File: config.mk
export PLATFORM = sky130hd
export DESIGN_NAME = binary_blob_shape_features
export DESIGN_NICKNAME = d
export VERILOG_FILES = /design/src/hdl/bbsf_pkg.sv /design/src/hdl/bbsf_ram.sv /design/src/hdl/bbsf_feat.sv /design/src/hdl/binary_blob_shape_features.sv
export VERILOG_INCLUDE_DIRS = /design/src /design/src/hdl
export SDC_FILE = /design/constraint.sdc
export NUM_CORES = 2
export LEC_CHECK = 0
export ABC_AREA = 1
export BUFFER_PORTS_ARGS = -buffer_cell sky130_fd_sc_hd__buf_2
export CORE_MARGIN = 4
export CORE_UTILIZATION = 28
export CTS_BUF_LIST = sky130_fd_sc_hd__clkbuf_4
export DETAILED_ROUTE_END_ITERATION = 12
export GPL_TIMING_DRIVEN = 1
export MAX_ROUTING_LAYER = met4
export REMOVE_ABC_BUFFERS = 1
export SLEW_MARGIN = 20
export SYNTH_ARGS = -nofsm -noshare
export SYNTH_HDL_FRONTEND = slang
export SYNTH_SLANG_ARGS = --single-unit
File: constraint.sdc
create_clock -name clk_i -period 12.85 [get_ports clk_i]
set_input_delay 1.9275 -clock clk_i [delete_from_list [all_inputs] [get_ports clk_i]]
set_output_delay 1.9275 -clock clk_i [all_outputs]
set_load 0.02 [all_outputs]
File: src/hdl/binary_blob_shape_features_defines.svh
// ---------------------------------------------------------------------------
// Blob shape features: assertion macros
// Shared property wrappers, clocked on clk_i and disabled while rst_ni is low
// ---------------------------------------------------------------------------
`ifndef BINARY_BLOB_SHAPE_FEATURES_DEFINES_SVH
`define BINARY_BLOB_SHAPE_FEATURES_DEFINES_SVH

// same-cycle implication
`define BBSF_ASSERT_IMP(label, ante, cons, msg) \
  label: assert property (@(posedge clk_i) disable iff (!rst_ni) (ante) |-> (cons)) \
    else $error(msg);

// next-cycle implication
`define BBSF_ASSERT_NXT(label, ante, cons, msg) \
  label: assert property (@(posedge clk_i) disable iff (!rst_ni) (ante) |=> (cons)) \
    else $error(msg);

`endif

File: src/hdl/bbsf_pkg.sv
// ---------------------------------------------------------------------------
// Blob shape features package
// Field widths, register indexes and the per-pixel context record
// ---------------------------------------------------------------------------
package bbsf_pkg;

  localparam int unsigned DEF_MAX_WIDTH  = 1024;
  localparam int unsigned DEF_MAX_HEIGHT = 1024;

  // configuration port
  localparam int unsigned CFG_IDX_W  = 2;
  localparam int unsigned CFG_DATA_W = 11;
  localparam logic [CFG_IDX_W-1:0] CFG_IMAGE_WIDTH  = 2'd0;
  localparam logic [CFG_IDX_W-1:0] CFG_IMAGE_HEIGHT = 2'd1;
  localparam int unsigned CFG_SIZE_RST = 1024;

  // result fields
  localparam int unsigned LEFT_W   = 11;
  localparam int unsigned RIGHT_W  = 10;
  localparam int unsigned TOP_W    = 11;
  localparam int unsigned BOTTOM_W = 10;
  localparam int unsigned AREA_W   = 21;
  localparam int unsigned PERIM_W  = 21;
  localparam int unsigned EULER_W  = 20;

  // neighborhood of one pixel, handed from the input stage to the accumulators
  typedef struct packed {
    logic pix;
    logic up;
    logic left;
    logic upleft;
    logic col_nz;
    logic row_nz;
    logic first;
    logic last;
  } px_flags_t;

endpackage

File: src/hdl/bbsf_ram.sv
// ---------------------------------------------------------------------------
// Generic single-port-write, single-port-read RAM
// One write and one registered read per cycle, read returns the old data
// ---------------------------------------------------------------------------
module bbsf_ram #(
  parameter int unsigned WIDTH = 1,
  parameter int unsigned DEPTH = 1024
) (
  input  logic                     clk_i,
  input  logic                     we_i,
  input  logic [$clog2(DEPTH)-1:0] waddr_i,
  input  logic [WIDTH-1:0]         wdata_i,
  input  logic                     re_i,
  input  logic [$clog2(DEPTH)-1:0] raddr_i,
  output logic [WIDTH-1:0]         rdata_o
);

  logic [WIDTH-1:0] mem_q [DEPTH];
  logic [WIDTH-1:0] rdata_q;

  always_ff @(posedge clk_i) begin
    if (we_i) begin
      mem_q[waddr_i] <= wdata_i;
    end
    if (re_i) begin
      rdata_q <= mem_q[raddr_i];
    end
  end

  assign rdata_o = rdata_q;

endmodule

File: src/hdl/bbsf_feat.sv
// ---------------------------------------------------------------------------
// Blob shape feature accumulators
// Bounding box, area, 4-adjacent edge count and bit-quad sum for one frame
// ---------------------------------------------------------------------------
module bbsf_feat
  import bbsf_pkg::*;
#(
  parameter int unsigned MAX_WIDTH  = DEF_MAX_WIDTH,
  parameter int unsigned MAX_HEIGHT = DEF_MAX_HEIGHT
) (
  input  logic                              clk_i,
  input  logic                              rst_ni,
  input  logic                              fire_i,
  input  px_flags_t                         flags_i,
  input  logic [$clog2(MAX_WIDTH)-1:0]      col_i,
  input  logic [$clog2(MAX_HEIGHT)-1:0]     row_i,
  input  logic [$clog2(MAX_WIDTH+1)-1:0]    width_i,
  input  logic [$clog2(MAX_HEIGHT+1)-1:0]   height_i,
  output logic [$clog2(MAX_WIDTH+1)-1:0]    min_col_o,
  output logic [$clog2(MAX_WIDTH)-1:0]      max_col_o,
  output logic [$clog2(MAX_HEIGHT+1)-1:0]   min_row_o,
  output logic [$clog2(MAX_HEIGHT)-1:0]     max_row_o,
  output logic [AREA_W-1:0]                 area_o,
  output logic [PERIM_W-1:0]                perim_o,
  output logic signed [EULER_W-1:0]         euler_o
);

  localparam int unsigned CW  = $clog2(MAX_WIDTH);
  localparam int unsigned RW  = $clog2(MAX_HEIGHT);
  localparam int unsigned SW  = $clog2(MAX_WIDTH + 1);
  localparam int unsigned HSW = $clog2(MAX_HEIGHT + 1);
  localparam int unsigned NPIX = MAX_WIDTH * MAX_HEIGHT;
  localparam int unsigned AW_RAW = $clog2(NPIX + 1);
  localparam int unsigned EW_RAW = $clog2(2 * NPIX + 1);
  localparam int unsigned QW_RAW = $clog2(NPIX) + 3;
  localparam int unsigned AW = (AW_RAW > AREA_W) ? AW_RAW : AREA_W + 1;
  localparam int unsigned EW = (EW_RAW > PERIM_W) ? EW_RAW : PERIM_W + 1;
  localparam int unsigned QW = (QW_RAW > EULER_W) ? QW_RAW : EULER_W + 1;
  localparam logic [AW-1:0] AREA_SAT  = AW'((64'd1 << AREA_W) - 64'd1);
  localparam logic [EW-1:0] PERIM_SAT = EW'((64'd1 << PERIM_W) - 64'd1);
  localparam logic signed [QW-1:0] EU_HI = QW'((64'sd1 <<< (EULER_W - 1)) - 64'sd1);
  localparam logic signed [QW-1:0] EU_LO = QW'(-(64'sd1 <<< (EULER_W - 1)));

  logic [SW-1:0]  min_col_q, min_col_b;
  logic [CW-1:0]  max_col_q, max_col_b;
  logic [HSW-1:0] min_row_q, min_row_b;
  logic [RW-1:0]  max_row_q, max_row_b;
  logic [AW-1:0]  area_q, area_b, area_d;
  logic [EW-1:0]  edge_q, edge_b, edge_d;
  logic signed [QW-1:0] quad_q, quad_b, quad_d, quad_adj, euler_full;
  logic [1:0]     edge_inc;
  logic [2:0]     ones;
  logic signed [2:0] quad_delta;

  // the first pixel of a frame starts from a cleared set
  always_comb begin
    if (flags_i.first) begin
      min_col_b = width_i;
      max_col_b = '0;
      min_row_b = height_i;
      max_row_b = '0;
      area_b    = '0;
      edge_b    = '0;
      quad_b    = '0;
    end else begin
      min_col_b = min_col_q;
      max_col_b = max_col_q;
      min_row_b = min_row_q;
      max_row_b = max_row_q;
      area_b    = area_q;
      edge_b    = edge_q;
      quad_b    = quad_q;
    end
  end

  always_comb begin
    min_col_o = (flags_i.pix && (SW'(col_i) < min_col_b)) ? SW'(col_i) : min_col_b;
    max_col_o = (flags_i.pix && (col_i > max_col_b)) ? col_i : max_col_b;
    min_row_o = (flags_i.pix && (HSW'(row_i) < min_row_b)) ? HSW'(row_i) : min_row_b;
    max_row_o = (flags_i.pix && (row_i > max_row_b)) ? row_i : max_row_b;
    area_d    = area_b + AW'(flags_i.pix);

    edge_inc = {1'b0, flags_i.col_nz && (flags_i.pix != flags_i.left)}
             + {1'b0, flags_i.row_nz && (flags_i.pix != flags_i.up)};
    edge_d   = edge_b + EW'(edge_inc);

    // bit quad: single one +1, three ones -1, diagonal pair -2
    ones = 3'(flags_i.upleft) + 3'(flags_i.up) + 3'(flags_i.left) + 3'(flags_i.pix);
    quad_delta = 3'sd0;
    if (flags_i.col_nz && flags_i.row_nz) begin
      case (ones)
        3'd1:    quad_delta = 3'sd1;
        3'd3:    quad_delta = -3'sd1;
        3'd2:    quad_delta = (flags_i.upleft == flags_i.pix) ? -3'sd2 : 3'sd0;
        default: quad_delta = 3'sd0;
      endcase
    end
    quad_d = quad_b + QW'(quad_delta);

    // divide by four, rounding toward zero
    quad_adj   = quad_d + (quad_d[QW-1] ? QW'(3) : QW'(0));
    euler_full = quad_adj >>> 2;
    if (euler_full > EU_HI) begin
      euler_o = EULER_W'(EU_HI);
    end else if (euler_full < EU_LO) begin
      euler_o = EULER_W'(EU_LO);
    end else begin
      euler_o = EULER_W'(euler_full);
    end

    area_o  = (area_d > AREA_SAT) ? AREA_W'(AREA_SAT) : AREA_W'(area_d);
    perim_o = (edge_d > PERIM_SAT) ? PERIM_W'(PERIM_SAT) : PERIM_W'(edge_d);
  end

  always_ff @(posedge clk_i or negedge rst_ni) begin
    if (!rst_ni) begin
      min_col_q <= '0;
      max_col_q <= '0;
      min_row_q <= '0;
      max_row_q <= '0;
      area_q    <= '0;
      edge_q    <= '0;
      quad_q    <= '0;
    end else if (fire_i) begin
      min_col_q <= min_col_o;
      max_col_q <= max_col_o;
      min_row_q <= min_row_o;
      max_row_q <= max_row_o;
      area_q    <= area_d;
      edge_q    <= edge_d;
      quad_q    <= quad_d;
    end
  end

endmodule

File: src/hdl/binary_blob_shape_features.sv
// Result path: the frame's last pixel is registered in s1_flags_q, then its result in the output registers.
// Throughput: one pixel per cycle; the line buffer RAM gives one read and one
// write per cycle. Input stalls only when a frame-end pixel meets a result that is
// still waiting at the output. Reset (async, active low) empties the pipeline,
// sets both sizes to 1024 clamped to MAX_WIDTH/MAX_HEIGHT and restarts the frame.
// ---------------------------------------------------------------------------
// Binary blob shape features
// Streams a binary frame and reports bounding box, area, perimeter and Euler number
// ---------------------------------------------------------------------------
`include "binary_blob_shape_features_defines.svh"

module binary_blob_shape_features
  import bbsf_pkg::*;
#(
  parameter int unsigned MAX_WIDTH  = DEF_MAX_WIDTH,
  parameter int unsigned MAX_HEIGHT = DEF_MAX_HEIGHT
) (
  input  logic                      clk_i,
  input  logic                      rst_ni,
  input  logic                      cfg_we_i,
  input  logic [CFG_IDX_W-1:0]      cfg_index_i,
  input  logic [CFG_DATA_W-1:0]     cfg_data_i,
  input  logic                      in_valid_i,
  output logic                      in_stall_o,
  input  logic                      object_pixel_i,
  output logic                      out_valid_o,
  input  logic                      out_stall_i,
  output logic [LEFT_W-1:0]         left_col_o,
  output logic [RIGHT_W-1:0]        right_col_o,
  output logic [TOP_W-1:0]          top_row_o,
  output logic [BOTTOM_W-1:0]       bottom_row_o,
  output logic [AREA_W-1:0]         object_area_o,
  output logic [PERIM_W-1:0]        perimeter_edges_o,
  output logic signed [EULER_W-1:0] euler_number_o
);

  localparam int unsigned CW  = $clog2(MAX_WIDTH);
  localparam int unsigned RW  = $clog2(MAX_HEIGHT);
  localparam int unsigned SW  = $clog2(MAX_WIDTH + 1);
  localparam int unsigned HSW = $clog2(MAX_HEIGHT + 1);
  localparam int unsigned WIDTH_RST  = (CFG_SIZE_RST > MAX_WIDTH) ? MAX_WIDTH : CFG_SIZE_RST;
  localparam int unsigned HEIGHT_RST = (CFG_SIZE_RST > MAX_HEIGHT) ? MAX_HEIGHT : CFG_SIZE_RST;

  logic [SW-1:0]  width_q, width_d;
  logic [HSW-1:0] height_q, height_d;
  logic           cfg_hit;
  logic [CW-1:0]  col_q, col_d;
  logic [RW-1:0]  row_q, row_d;
  logic           last_col, last_row;
  logic           left_q, upleft_q, up_pix;
  logic [0:0]     ram_rdata;
  logic           in_accept;

  logic           s1_valid_q, s1_adv, s1_fire, out_load;
  px_flags_t      s1_flags_q;
  logic [CW-1:0]  s1_col_q;
  logic [RW-1:0]  s1_row_q;

  logic [SW-1:0]  f_min_col;
  logic [CW-1:0]  f_max_col;
  logic [HSW-1:0] f_min_row;
  logic [RW-1:0]  f_max_row;
  logic [AREA_W-1:0]         f_area;
  logic [PERIM_W-1:0]        f_perim;
  logic signed [EULER_W-1:0] f_euler;

  logic                      out_valid_q;
  logic [LEFT_W-1:0]         left_col_q;
  logic [RIGHT_W-1:0]        right_col_q;
  logic [TOP_W-1:0]          top_row_q;
  logic [BOTTOM_W-1:0]       bottom_row_q;
  logic [AREA_W-1:0]         area_q;
  logic [PERIM_W-1:0]        perim_q;
  logic signed [EULER_W-1:0] euler_q;

  // size registers hold the clamped value
  always_comb begin
    cfg_hit  = cfg_we_i && ((cfg_index_i == CFG_IMAGE_WIDTH) ||
                            (cfg_index_i == CFG_IMAGE_HEIGHT));
    width_d  = width_q;
    height_d = height_q;
    if (cfg_we_i && (cfg_index_i == CFG_IMAGE_WIDTH)) begin
      if (cfg_data_i == '0) begin
        width_d = SW'(1);
      end else if (32'(cfg_data_i) > MAX_WIDTH) begin
        width_d = SW'(MAX_WIDTH);
      end else begin
        width_d = SW'(cfg_data_i);
      end
    end
    if (cfg_we_i && (cfg_index_i == CFG_IMAGE_HEIGHT)) begin
      if (cfg_data_i == '0) begin
        height_d = HSW'(1);
      end else if (32'(cfg_data_i) > MAX_HEIGHT) begin
        height_d = HSW'(MAX_HEIGHT);
      end else begin
        height_d = HSW'(cfg_data_i);
      end
    end
  end

  // output slot frees when empty or taken this cycle
  assign s1_adv     = !s1_valid_q || !s1_flags_q.last || !out_valid_q || !out_stall_i;
  assign s1_fire    = s1_valid_q && s1_adv;
  assign out_load   = s1_fire && s1_flags_q.last;
  assign in_stall_o = !s1_adv;
  assign in_accept  = in_valid_i && !in_stall_o;

  assign last_col = (SW'(col_q) == (width_q - SW'(1)));
  assign last_row = (HSW'(row_q) == (height_q - HSW'(1)));

  always_comb begin
    col_d = col_q;
    row_d = row_q;
    if (cfg_hit) begin
      col_d = '0;
      row_d = '0;
    end else if (in_accept) begin
      if (last_col) begin
        col_d = '0;
        row_d = last_row ? '0 : row_q + RW'(1);
      end else begin
        col_d = col_q + CW'(1);
      end
    end
  end

  // a one-pixel-wide frame has the pixel above as the previous pixel
  always_comb begin
    if (row_q == '0) begin
      up_pix = 1'b0;
    end else if (width_q == SW'(1)) begin
      up_pix = left_q;
    end else begin
      up_pix = ram_rdata[0];
    end
  end

  // line buffer, read one column ahead
  bbsf_ram #(
    .WIDTH (1),
    .DEPTH (MAX_WIDTH)
  ) u_line_buf (
    .clk_i   (clk_i),
    .we_i    (in_accept),
    .waddr_i (col_q),
    .wdata_i (object_pixel_i),
    .re_i    (in_accept),
    .raddr_i (col_d),
    .rdata_o (ram_rdata)
  );

  always_ff @(posedge clk_i or negedge rst_ni) begin
    if (!rst_ni) begin
      width_q    <= SW'(WIDTH_RST);
      height_q   <= HSW'(HEIGHT_RST);
      col_q      <= '0;
      row_q      <= '0;
      left_q     <= 1'b0;
      upleft_q   <= 1'b0;
      s1_valid_q <= 1'b0;
      out_valid_q <= 1'b0;
    end else begin
      width_q  <= width_d;
      height_q <= height_d;
      col_q    <= col_d;
      row_q    <= row_d;
      if (in_accept) begin
        left_q   <= object_pixel_i;
        upleft_q <= up_pix;
      end
      if (in_accept) begin
        s1_valid_q <= 1'b1;
      end else if (s1_adv) begin
        s1_valid_q <= 1'b0;
      end
      if (out_load) begin
        out_valid_q <= 1'b1;
      end else if (!out_stall_i) begin
        out_valid_q <= 1'b0;
      end
    end
  end

  always_ff @(posedge clk_i) begin
    if (in_accept) begin
      s1_flags_q.pix    <= object_pixel_i;
      s1_flags_q.up     <= up_pix;
      s1_flags_q.left   <= left_q;
      s1_flags_q.upleft <= upleft_q;
      s1_flags_q.col_nz <= (col_q != '0);
      s1_flags_q.row_nz <= (row_q != '0);
      s1_flags_q.first  <= (col_q == '0) && (row_q == '0);
      s1_flags_q.last   <= last_col && last_row;
      s1_col_q          <= col_q;
      s1_row_q          <= row_q;
    end
    if (out_load) begin
      left_col_q   <= LEFT_W'(f_min_col);
      right_col_q  <= RIGHT_W'(f_max_col);
      top_row_q    <= TOP_W'(f_min_row);
      bottom_row_q <= BOTTOM_W'(f_max_row);
      area_q       <= f_area;
      perim_q      <= f_perim;
      euler_q      <= f_euler;
    end
  end

  bbsf_feat #(
    .MAX_WIDTH  (MAX_WIDTH),
    .MAX_HEIGHT (MAX_HEIGHT)
  ) u_feat (
    .clk_i     (clk_i),
    .rst_ni    (rst_ni),
    .fire_i    (s1_fire),
    .flags_i   (s1_flags_q),
    .col_i     (s1_col_q),
    .row_i     (s1_row_q),
    .width_i   (width_q),
    .height_i  (height_q),
    .min_col_o (f_min_col),
    .max_col_o (f_max_col),
    .min_row_o (f_min_row),
    .max_row_o (f_max_row),
    .area_o    (f_area),
    .perim_o   (f_perim),
    .euler_o   (f_euler)
  );

  assign out_valid_o       = out_valid_q;
  assign left_col_o        = left_col_q;
  assign right_col_o       = right_col_q;
  assign top_row_o         = top_row_q;
  assign bottom_row_o      = bottom_row_q;
  assign object_area_o     = area_q;
  assign perimeter_edges_o = perim_q;
  assign euler_number_o    = euler_q;

  `BBSF_ASSERT_IMP(a_stall_cause, in_stall_o, s1_valid_q && s1_flags_q.last && out_valid_q, "input stalled without a waiting result")
  `BBSF_ASSERT_IMP(a_result_source, $rose(out_valid_q), $past(s1_valid_q && s1_flags_q.last), "result beat without a frame-end pixel")
  `BBSF_ASSERT_IMP(a_col_range, 1'b1, (SW'(col_q) < width_q) && (HSW'(row_q) < height_q), "position counter beyond frame size")
  `BBSF_ASSERT_NXT(a_cfg_restart, cfg_hit, (col_q == '0) && (row_q == '0), "size write did not restart the frame")

endmodule
==> qor.yml <==
status: "finished clean"
clk_latency_ns: 1.33
port_buffers: 124
critPathLaunchType: "input port"
drv_cap: 0
wl_per_cell_um: 19.2
area_growth_pct: 11.1
fin_skew_ns: 0.111
r2r_cells: 24
arrival_ns: 8.19
grt_max_degree: 250
ys_seq_elements: 1312
multiInputGateArea_um2: 21600
dieHeight_um: 490
antenna_left: 0
endpoint_kind: "flip-flop"
reg2reg_setup_slack_ns: 5.86
htreeDepth: 5
synth_area_per_cell_um2: 8.95
place_congestion: 0.851
hold_end: "s1_flags_q[5]"
cts_root_buf: "clkbuf_4"
avgViaCountPerCell: 4.98
cts.repair.resized: 0
min_path_type: "reg -> reg"
cts_hold_buf: 0
peakVddDrop_mv: 0.0922
worstPathMaxFanout: 183
grt_pass1_vias: 49760
clockBufferDepth: 4
finalHoldViolCount: 0
ys.flop_type: "edfxtp_1"
synthesis.area_um2: 65100
io_pins: 125
relSlewSlack_pct: 9.25
grt_antenna_before_repair: 11
hpwlAfterDp_um: 99600
holdPathStages: 0
clkSinkCount: 1312
netlist_instances: 7269
ys_types: 68
coreArea_um2: 231000
grt.total_usage_pct: 16.7
rsz0062_at_grt: "false"
via_count: 52398
routed_wl_um: 202000
die_w_um: 490
regToRegStartpoint: "s1_valid_q"
grt_pass1_wl_um: 304000
stdcell_count: 10516
worst_pin_slew_ns: 1.36
startpoint: "out_stall_i"
rows: 176
power_mw: 10.9
cellLeakagePower_nw: 28.4
max_freq_mhz: 137
register_area_um2: 38600
critPathKind: "in -> reg"
hold_start: "left_q"
drt-pass1-iter-count: 8
hold_ws_ns: 0.450
post-place-cells: 9966
pre_cts_ws_ns: 4.49
die_area_um2: 240000
layout_setup_ws_ns: 5.55
cts_tree: "done"
numCtsBuffers: 341
fin_crit_ns: 7.30
min_period_over_period_pct: 56.8
drtIter0Drc: 6472
cp.required_ns: 13.74
p_per_area_nw_per_um2: 150
yosys_warnings: 0
clk_pin_slew_worst_paths_ns: 0.07
final_layout_size_suffix_gt1_share_pct: 12.0
nNetsFinal: 7364
ys_seq_area_share_pct: 59.3
fillCellCount: 24066
start_util_pct: 28.2
async_reset_ff_share_pct: 11.8
drc: 0
grt-ovfl-total: 0
post-cts-setup-buffer-count: 0
synth_edf_count: 1157
drv_slew: 0
r2r-end: "u_line_buf.rdata_o"
setup-violations-final: 0
how the worst max path moves through the flow:
stage	cells past startpoint	slack (ns)	end
floorplan	18	-15.62	u_line_buf.rdata_o
global placement	25	4.60	u_line_buf.rdata_o
detailed placement	25	4.49	u_line_buf.rdata_o
CTS	25	5.84	u_line_buf.rdata_o
global route	25	5.34	u_line_buf.rdata_o
finish	25	5.55	u_line_buf.rdata_o
per-layer routing:
layer	track usage (%)	share of wire [%]	vias to the layer above
li1	-	-	24015
met1	22.9	43	25228
met2	24.4	43	2696
met3	3.34	11	459
met4	6.43	3.2	0
met5	-	0	-
synthesized netlist by cell type (all sizes together), types with 2 or more instances:
library cell,instances,area [µm²]
buf,139,733
edfxtp,1157,34700
o21ai,318,1600
clkbuf,379,1430
ha,59,738
a221oi,2,17.5
fa,2,40.0
o31ai,2,15.0
xnor2,25,226
nor3,40,210
o211ai,37,278
a2111o,2,22.5
nand4,227,1450
o21bai,2,15.0
dfstp,2,52.6
a211oi,4,30.0
xor2,58,561
dfrtp,153,3830
nor3b,2,15.0
inv,794,2980
nor2,1271,4800
clkinv,8,42.6
a31oi,5,37.5
nor4,16,113
and3,3,18.8
o22ai,5,31.3
a21oi,56,288
nand3b,3,35.0
or2,27,169
nand2,1656,6370
nand3,805,4110
layout make-up:
class,count,share of cell area [%]
antenna,7,0.0242
clock buffer,487,5.06
clock inverter,55,0.459
inverter,802,4.22
multi-input combinational,4637,29.9
sequential,1312,53.4
tap,3026,5.24
timing repair buffer,190,1.67
cell usage in the layout (no fill, tap or decap), drive strengths merged, types with 3 or more instances in the layout:
master and count:
a211oi 4, buf 190, a21oi 56, nor2 1271, or2 27, xnor2 25, nand3 805, diode 7
a31oi 5, clkbuf 487, o211ai 37, clkinv 53, ha 59, nand4 227, nor4 16, nand2 1656
bufinv 4, nand3b 3, edfxtp 1157, and3 3, inv 798, xor2 58, dfrtp 153, o22ai 5
o21ai 318, nor3 40
registers in the layout (all words and copies together), names as in the netlist, 11 cells and up:
register and flops:
u_line_buf.mem_q 1024, euler_number_o 20, perimeter_edges_o 21, width_q 11, height_q 11, u_feat.min_row_q 11
top_row_o 11, left_col_o 11, object_area_o 21, u_feat.min_col_q 11, u_feat.quad_q 23, u_feat.edge_q 22
u_feat.area_q 22
stage by stage:
step,util [%],setup TNS (ns),cell area [µm²]
after global placement,29.6,0,68200
after floorplan,-,-37.11,62900
after detailed placement,29.6,0,68200
final,31.4,0,72300
after global routing,31.4,0,72300
after CTS,31.3,0,72200
where the power goes:
group | internal (mW) | total (mW) | switching, mW
clock | 1.80 | 3.53 | 1.73
combinational | 0.676 | 2.42 | 1.74
sequential | 4.83 | 4.93 | 0.0983
total | 7.31 | 10.9 | 3.56
cells by family after synthesis:
family / after synthesis / synth area share (%)
AOI/OAI and AO/OA: 439 / 3.68
xor gates and xnor gates: 83 / 1.21
adders and majority gates: 61 / 1.20
buffers and inverters: 1320 / 7.97
DFF: 1312 / 59.3
and+or+nand+nor: 4054 / 26.6
critical path: stages:
cell	delay (ns)
buf_2	0.11
nand2_1	0.07
nor2_1	0.25
nor2_4	0.07
buf_4	0.29
inv_1	0.28
nand2_1	0.10
nand2_2	0.07
buf_4	0.57
inv_6	0.46
nand3_4	0.27
buf_12	0.62
buf_4	0.83
buf_4	0.66
o21ai_0	0.17
nand2_1	0.09
nand3_1	0.09
nand3_1	0.12
nand3_1	0.08
nand3_1	0.15
nand3_1	0.16
nand3_1	0.12
nand3_1	0.08
nand3_1	0.10
nand2_1	0.23
Power figures use the tool's default switching activity.
